$ cat config.mk
export PLATFORM = sky130hd
export DESIGN_NAME = srl_ctrl
export DESIGN_NICKNAME = d
export VERILOG_FILES = /design/src/hdl/srl_pkg.sv /design/src/hdl/srl_ctrl.sv
export VERILOG_INCLUDE_DIRS = /design/src /design/src/hdl
export SDC_FILE = /design/constraint.sdc
export NUM_CORES = 1
export LEC_CHECK = 0
export ABC_AREA = 1
export BUFFER_PORTS_ARGS = -buffer_cell sky130_fd_sc_hd__buf_2
export CORE_MARGIN = 1
export CORE_UTILIZATION = 55
export CTS_BUF_LIST = sky130_fd_sc_hd__clkbuf_8
export CTS_CLUSTER_DIAMETER = 100
export DETAILED_ROUTE_END_ITERATION = 10
export PLACE_DENSITY = 0.89
export SKIP_CTS_REPAIR_TIMING = 1
export SYNTH_ARGS = -nofsm -noshare
export SYNTH_HDL_FRONTEND = slang
export SYNTH_SLANG_ARGS = --single-unit
$ cat constraint.sdc
create_clock -name i_clk -period 2 [get_ports i_clk]
set_input_delay 0 -clock i_clk [delete_from_list [all_inputs] [get_ports i_clk]]
set_output_delay 0 -clock i_clk [all_outputs]
set_load 0.02 [all_outputs]
$ cat src/hdl/assert_macros.svh
// Assertion helper macros.
`ifndef ASSERT_MACROS_SVH
`define ASSERT_MACROS_SVH
`ifndef SYNTHESIS
`define ASSERT_IMPLY(label, clk, rst_n, ante, cons) \
    label: assert property (@(posedge clk) disable iff (!rst_n) (ante) |-> (cons)) \
        else $error("assertion failed");
`define ASSERT_NEXT(label, clk, rst_n, ante, cons) \
    label: assert property (@(posedge clk) disable iff (!rst_n) (ante) |=> (cons)) \
        else $error("assertion failed");
`else
`define ASSERT_IMPLY(label, clk, rst_n, ante, cons)
`define ASSERT_NEXT(label, clk, rst_n, ante, cons)
`endif
`endif

$ cat src/hdl/srl_pkg.sv
`default_nettype none
package srl_pkg;
    localparam int TIME_W = 56;
    localparam int REQ_W  = 32;
    localparam int IVL_W  = 40;
    localparam int SPL_W  = 16;
    localparam int CFG_W  = 40;
    localparam int IDX_W  = 2;

    localparam logic [IDX_W-1:0] REG_MAX      = 2'd0;
    localparam logic [IDX_W-1:0] REG_INTERVAL = 2'd1;
    localparam logic [IDX_W-1:0] REG_SPLIT    = 2'd2;

    localparam logic [1:0] VERDICT_NOW  = 2'd0;
    localparam logic [1:0] VERDICT_WAIT = 2'd1;
    localparam logic [1:0] VERDICT_REJ  = 2'd2;

    typedef struct packed {
        logic [TIME_W-1:0] now_ticks;
        logic [REQ_W-1:0]  request_count;
    } t_in;

    typedef struct packed {
        logic [1:0]        verdict;
        logic [TIME_W-1:0] wait_ticks;
    } t_out;

    // datapath operations
    typedef enum logic [3:0] {
        OP_NONE,
        OP_DIV_MAX,    // quotient r_num / r_den with 64-bit serial divider
        OP_SEG_NOW,
        OP_DRAIN,
        OP_ADMIT,
        OP_Q_SEGLIM,
        OP_Q_MAX,
        OP_Q_REM,
        OP_WAIT_ACC,
        OP_WAIT_REJ,
        OP_DERIVE_A,
        OP_DERIVE_B,
        OP_DERIVE_FIN
    } t_op;

    typedef struct packed {
        logic start;
        t_op  op;
    } t_cmd;

    typedef struct packed {
        logic busy;
        logic disabled;
        logic accept_path;
        logic need_wait;
    } t_sts;
endpackage
`default_nettype wire

$ cat src/hdl/srl_ctrl.sv
`default_nettype none
`include "assert_macros.svh"
module srl_ctrl (
    input  wire logic           i_clk,
    input  wire logic           i_rst_n,
    input  wire logic           i_cfg_we,
    input  wire logic           i_in_valid,
    output logic                o_in_stall,
    output logic                o_out_valid,
    input  wire logic           i_out_stall,
    input  wire srl_pkg::t_sts  i_sts,
    output srl_pkg::t_cmd       o_cmd
);
    import srl_pkg::*;

    typedef enum logic [4:0] {
        S_IDLE, S_DA, S_DA_W, S_DB, S_DB_W, S_DFIN,
        S_SEG, S_DRAIN, S_DRAIN_W, S_ADMIT, S_PICK,
        S_QS_W, S_WACC, S_QM_W, S_QREM, S_QREM_W, S_WREJ, S_MUL_W, S_FIN, S_OUT
    } t_state;

    t_state r_state;
    logic   r_out_valid;
    logic   w_slot;

    // result registers may be overwritten once the held result is gone
    assign w_slot = !r_out_valid || !i_out_stall;

    always_comb begin
        o_cmd.start = 1'b0;
        o_cmd.op    = OP_NONE;
        unique case (r_state)
            S_IDLE:  begin o_cmd.start = i_in_valid && !i_cfg_we; o_cmd.op = OP_SEG_NOW; end
            S_DA:    begin o_cmd.start = 1'b1; o_cmd.op = OP_DERIVE_A; end
            S_DA_W:  begin o_cmd.start = 1'b1; o_cmd.op = OP_DIV_MAX; end
            S_DB:    begin o_cmd.start = !i_sts.busy; o_cmd.op = OP_DERIVE_B; end
            S_DB_W:  begin o_cmd.start = 1'b1; o_cmd.op = OP_DIV_MAX; end
            S_DFIN:  begin o_cmd.start = !i_sts.busy; o_cmd.op = OP_DERIVE_FIN; end
            S_SEG:   begin o_cmd.start = !i_sts.disabled; o_cmd.op = OP_DIV_MAX; end
            S_DRAIN: begin o_cmd.start = !i_sts.busy; o_cmd.op = OP_DRAIN; end
            S_ADMIT: begin o_cmd.start = !i_sts.busy; o_cmd.op = OP_ADMIT; end
            S_PICK:  begin
                o_cmd.start = 1'b1;
                o_cmd.op = i_sts.accept_path ? OP_Q_SEGLIM : OP_Q_MAX;
            end
            S_QS_W, S_QM_W, S_QREM_W: begin o_cmd.start = 1'b1; o_cmd.op = OP_DIV_MAX; end
            S_WACC:  begin o_cmd.start = !i_sts.busy; o_cmd.op = OP_WAIT_ACC; end
            S_QREM:  begin o_cmd.start = !i_sts.busy; o_cmd.op = OP_Q_REM; end
            S_WREJ:  begin o_cmd.start = !i_sts.busy; o_cmd.op = OP_WAIT_REJ; end
            S_FIN:   begin o_cmd.start = !i_sts.busy && w_slot; o_cmd.op = OP_NONE; end
            default: ;
        endcase
    end

    always_ff @(posedge i_clk) begin
        if (!i_rst_n) begin
            r_state     <= S_IDLE;
            r_out_valid <= 1'b0;
        end else begin
            if (r_state == S_OUT) begin
                r_out_valid <= 1'b1;
            end else if (r_out_valid && !i_out_stall) begin
                r_out_valid <= 1'b0;
            end
            unique case (r_state)
                S_IDLE: begin
                    if (i_cfg_we) begin
                        r_state <= S_DA;
                    end else if (i_in_valid) begin
                        r_state <= S_SEG;
                    end
                end
                S_DA:      r_state <= S_DA_W;
                S_DA_W:    r_state <= S_DB;
                S_DB:      if (!i_sts.busy) r_state <= S_DB_W;
                S_DB_W:    r_state <= S_DFIN;
                S_DFIN:    if (!i_sts.busy) r_state <= S_IDLE;
                S_SEG:     r_state <= i_sts.disabled ? S_FIN : S_DRAIN;
                S_DRAIN:   if (!i_sts.busy) r_state <= S_ADMIT;
                S_ADMIT:   if (!i_sts.busy) r_state <= S_PICK;
                S_PICK:    r_state <= i_sts.accept_path ? S_QS_W : S_QM_W;
                S_QS_W:    r_state <= S_WACC;
                S_WACC:    if (!i_sts.busy) r_state <= i_sts.need_wait ? S_MUL_W : S_FIN;
                S_QM_W:    r_state <= S_QREM;
                S_QREM:    if (!i_sts.busy) r_state <= S_QREM_W;
                S_QREM_W:  r_state <= S_WREJ;
                S_WREJ:    if (!i_sts.busy) r_state <= S_MUL_W;
                S_MUL_W:   r_state <= S_FIN;
                S_FIN:     if (!i_sts.busy && w_slot) r_state <= S_OUT;
                S_OUT:     r_state <= S_IDLE;
                default:   r_state <= S_IDLE;
            endcase
        end
    end

    assign o_in_stall  = (r_state != S_IDLE) || i_cfg_we;
    assign o_out_valid = r_out_valid;

    `ASSERT_IMPLY(a_ctl_stall, i_clk, i_rst_n, r_state != S_IDLE, o_in_stall)
    `ASSERT_NEXT(a_ctl_take, i_clk, i_rst_n, r_state == S_IDLE && i_in_valid && !i_cfg_we,
                 r_state == S_SEG)
    `ASSERT_NEXT(a_ctl_cfg, i_clk, i_rst_n, r_state == S_IDLE && i_cfg_we, r_state == S_DA)
endmodule
`default_nettype wire

; ---- After elaboration in Yosys (flattened, before gate mapping)
; Index checks and enable logic that the tools add are counted.
[word_totals]
regBits = 6
latch_bits = 0
mem_bits_rw = 0
mem_bits_ro = 0
input_bits = 9
output_inout_bits = 7
elab_cells = 62
mem_count = 0
[classes]
add_sub_neg = 0
multipliers = 0
div_mod_pow = 0
magnitude_cmp = 0
n_eq_ne = 27
n_shift = 0
n_mux = 18
bitwise = 0
n_reduce_logical = 15
[ops]
columns = cell, count
row1 = 5-bit case mux with 18 select lines, 1
row2 = 5-bit case mux with 13 select lines, 1
row3 = 5-bit 2-to-1 mux, 11
row4 = 5-bit by 4-bit equality test with 1-bit output (second input constant), 7
row5 = 5-bit by 3-bit equality test with 1-bit output (second input constant), 4
row6 = 5-bit equality test (second input constant), 4
row7 = 2-bit != test (second input constant), 8
row8 = 5-bit by 2-bit equality test with 1-bit output (second input constant), 2
row9 = 9-bit AND reduction, 1
row10 = 5-bit by 1-bit equality test with 1-bit output (second input constant), 1
row11 = 1-bit logical NOT, 5
row12 = 5-bit logical NOT, 1
row13 = 5-bit nonzero test, 1
row14 = 5-bit OR reduction, 1
row15 = 2-bit 2-to-1 mux, 2
row16 = 1-bit logical AND, 3
row17 = 3-bit 2-to-1 mux, 1
row18 = 3-bit != test (second input constant), 1
row19 = 1-bit logical OR, 2
row20 = 1-bit 2-to-1 mux, 2
row21 = 2-bit nonzero test, 1

; ---- Depth between registers and ports, before layout
[logic_depth]
word_depth = 5
ltp_mapped = 11

; ---- Worst setup path before layout
; Ideal clock, no wire load.
[synth_path]
path_kind = reg-to-reg
from = register r_state[3]
to = register r_state[2]
setup_time_ns = 0.112
arrival_time_ns = 1.314
setup_slack_ns = 0.575
path_stages_with_launch = 9
period_less_slack_ns = 1.425
cell_sequence = dfxtp_1 > buf_4 > nor2_4 > nand4_4 > or2_0 > nand3_2 > nand2_1 > nand2_1 > nor2_1
[synth_between]
elab_chain_len = 3
word_cells_on_any_way = 29
classes_between = eq/ne: 26 / mux: 1 / reduce/logical: 2
[synth_lines]
columns = item, line_no
row1 = from (decl), srl_ctrl.sv:22  ; t_state r_state;
row2 = from (signal assigned), srl_ctrl.sv:78  ; S_SEG: r_state <= i_sts.disabled ? S_FIN : S_DRAIN;
row3 = from (signal assigned), srl_ctrl.sv:81  ; S_PICK: r_state <= i_sts.accept_path ? S_QS_W : S_QM_W;
row4 = from (signal assigned), srl_ctrl.sv:83  ; S_WACC: if (!i_sts.busy) r_state <= i_sts.need_wait ? S_MUL_W : S_FIN;
row5 = "5-bit equality test, or another cell as far along", srl_ctrl.sv:65  ; unique case (r_state)
row6 = 2-bit != test (no line) or 3-bit != test (tied branches), -
row7 = 9-bit AND reduction (no line), -
; Parallel ways exist; a longest one is shown, timed or not.
; A chain may end at the register's enable or synchronous reset.

==> qor.tcl <==
set qor(largest_net_degree_at_the_start_of_global_routing) 12
set qor(antenna_found_initial) 0
set qor(yosysSeqAreaShare) 0.146
set qor(drive_above_1_share) 0.198
set qor(place.port_buffers) 15
set qor(critPathMaxFanout) 11
set qor(crit_required_ns) 2.00
set qor(finalWorstPathRequiredPeriod_ns) 1.85
set qor(cts.sink_count) 6
set qor(placeableCoreArea_um2) 1350
set qor(dieWidth_um) 40.6
set qor(io-pin-count) 16
set qor(min_period_over_period) 0.924
set qor(dominantRegCellSynth) {dfxtp_1}
set qor(unrepaired_setup_endpoints_after_global_routing) {false}
set qor(crit_path_end_kind) {output pin}
set qor(cellLeakagePower_nw) 0.530
set qor(ant_nets) 0
set qor(starting_density_of_the_core) 0.608
set qor(rows) 13
set qor(floorplan.die_area_um2) 1650
set qor(cts_buffers) 3
set qor(syn_inst) 148
set qor(synth_fa_ha_area_frac) 0
set qor(half_perimeter_wire_length_of_the_detailed_placement_result_mm) 1.84
set qor(number_of_different_library_cells_in_the_post_synthesis_netlist) 24
set qor(synthSimpleGateAreaFrac) 0.681
set qor(max_cap_violations) 0
set qor(finalHoldViolCount) 0
set qor(via_count) 1113
set qor(fin_setup_tns_ns) 0
set qor(synth.avg_cell_area_um2) 5.55
set qor(worstPathCellList) {nand2_1 -> inv_1 -> nand3_1 -> nand2_1 -> nor2_1 -> nand2_1 -> nand2_1 -> nand2_1 -> buf_2}
set qor(clk_pin_slew_worst_paths_ns) 0.04
set qor(final_cell_area_um2) 926
set qor(hold_path.class) {in -> reg}
set qor(worstSkewPairLatency_ns) 0.23
set qor(fin_util) 0.686
set qor(groute.usage.overall) 0.331
set qor(outcome) {complete, no violations}
set qor(synth_edf_count) 0
set qor(grt_overflow_total) 0
set qor(clockBufferDepth) 2
set qor(crit_path_frequent_cell) {nand2_1}
set qor(dpl.cell_count) 174
set qor(worst_pin_slew_ns) 0.458
set qor(maxClockFrequency_ghz) 0.541
set qor(gp_routability_congestion) 1.04
set qor(finClkSkew_ns) 0.00486
set qor(combinational_family_with_the_most_area_after_synthesis) {simple AND/OR/NAND/NOR gates}
set qor(area_growth_syn_to_layout_pct) 12.8
set qor(ys_warn_count) 0
set qor(detail_route.iter0.violations) 62
set qor(count_of_tritonroute_iterations_in_the_first_routing_pass) 6
set qor(postRouteWirelength_mm) 2.51
set qor(mappedNetlistArea_um2) 821
set qor(critical-path-slowest-cell) {dfxtp_1}
set qor(timing.critical_path.max_delay_family) {simple AND/OR/NAND/NOR gates}
set qor(vdd_drop_max_uv) 872
set qor(first_global_vias) 874
set qor(cts_tree) {done}
set qor(layoutNonFillerInstCount) 177
set qor(multiInputGateArea_um2) 611
set qor(fin_nets) 173
set qor(critical_path_arrival_ns) 1.85
set qor(grt_pass1_wl_mm) 3.66
set qor(die_y_um) 40.6
set qor(filler_instances) 134
set qor(cts-root-buf) {clkbuf_8}
set qor(final-seq-area_um2) 120
set qor(drc_errors) 0
set qor(power-per-cell-area_nw_per_um2) 1430
set qor(cp-start-kind) {flop}
set qor(async_flop_share) 0
set qor(wl_per_cell_um) 14.2
set qor(cpPeakStageDelay_ns) 0.59
set qor(antenna_cells) 0
set qor(postSynthNetCount) 157
set qor(muxShareOfSynthArea) 0
set qor(placedInstanceArea_um2) 885
set qor(worstSetupPathType) {reg -> out}
set qor(synth_seq_cells) 6
set qor(cp.buffers_inverters) 2
set qor(report.final.setup_viol) 0
set qor(report.final.slew_viol_count) 0
set qor(viasPerCell) 6.29
set qor(synthesized_area_fraction_occupied_by_xor_and_xnor_cells) 0
set qor(worst_slew_margin_rel) 0.695
set qor(clock_tree.htree_level_count) 1
set qor(synth-compound-area-share) 0.0625
report_power, final:
part,internal (mW),switching (mW)
clock,0.130,0.0544
combinational,0.295,0.615
sequential,0.153,0.0806
total,0.577,0.750
per-layer routing:
metal | global-route usage | up-vias | share of wire | wire length, µm
li1 | - | 519 | - | -
met1 | 0.393 | 483 | 0.39 | 973
met2 | 0.560 | 90 | 0.45 | 1120
met3 | 0.125 | 21 | 0.12 | 305
met5 | 0 | - | 0 | 0
met4 | 0.0750 | 0 | 0.045 | 114
cell type report:
| class | count | area share |
|---|---|---|
| multi-input combinational | 122 | 0.659 |
| sequential | 6 | 0.130 |
| timing repair buffer | 15 | 0.0811 |
| inverter | 16 | 0.0649 |
| clock buffer | 3 | 0.0446 |
| tap | 15 | 0.0203 |
cell usage in the layout (no fill, tap or decap):
cell type,Yosys,final
nor2_2,3,3
inv_2,5,5
nand3_1,17,17
nand4_4,1,1
nand3_2,2,2
a22oi_1,1,1
nand2_1,48,48
clkbuf_8,0,3
a211oi_1,1,1
nand3b_1,3,3
or3_1,1,1
nor2_1,21,21
inv_1,10,10
o21a_1,1,1
nor2_4,3,3
nand4_1,13,13
buf_2,0,15
a21oi_1,4,4
dfxtp_1,6,6
o2111ai_1,1,1
or2_0,1,1
clkinv_1,1,1
nor3_1,1,1
sequential cells by signal, indices dropped and copies added (netlist names):
| register | flops |
|---|---|
| o_out_valid | 1 |
| r_state | 5 |
kinds of logic (layout without fill, tap and decap cells):
kind of cell           Yosys count  count (layout)
AOI/OAI and AO/OA                8               8
buffers and inverters           20              34
DFF                              6               6
and+or+nand+nor                114             114
worst paths after layout:
check | from | cells after the start | slack, ns | to
worst max-delay path | r_state[2] | 9 | 0.15 | o_cmd[4]
worst min-delay path | i_rst_n | 3 | 0.02 | r_state[4]
worst max register to register | r_state[2] | 9 | 0.26 | r_state[3]
worst min register to register | o_out_valid | 2 | 0.48 | o_out_valid
through the flow:
stage	total power, mW	setup slack, ns	hold slack [ns]
after CTS	1.30	0.197	0.0257
after global routing	1.42	0.0603	0.0426
after global placement	1.10	0.349	0.254
after detailed placement	1.11	0.343	0.252
after floorplan	0.906	0.575	0.121
final	1.33	0.151	0.0203
worst register-to-register path, delay by kind of cell, from the launching register on:
family	cells	cell delay, ns
AO/OA/AOI/OAI	1	0.06
buffers and inverters	1	0.21
AND/OR/NAND/NOR	7	0.76
flip-flops	1	0.59
synth_stat cells (2+ instances only):
library cell	count	area [µm²]
nand3_2	2	20.0
buf_4	2	15.0
nand3b_1	3	22.5
nor2_4	3	33.8
inv_1	10	37.5
a21oi_1	4	20.0
inv_2	5	18.8
nand4_1	13	81.3
nor2_1	21	78.8
dfxtp_1	6	120
nor2_2	3	18.8
nand3_1	17	85.1
nand2_1	48	180
Power figures use the tool's default switching activity.
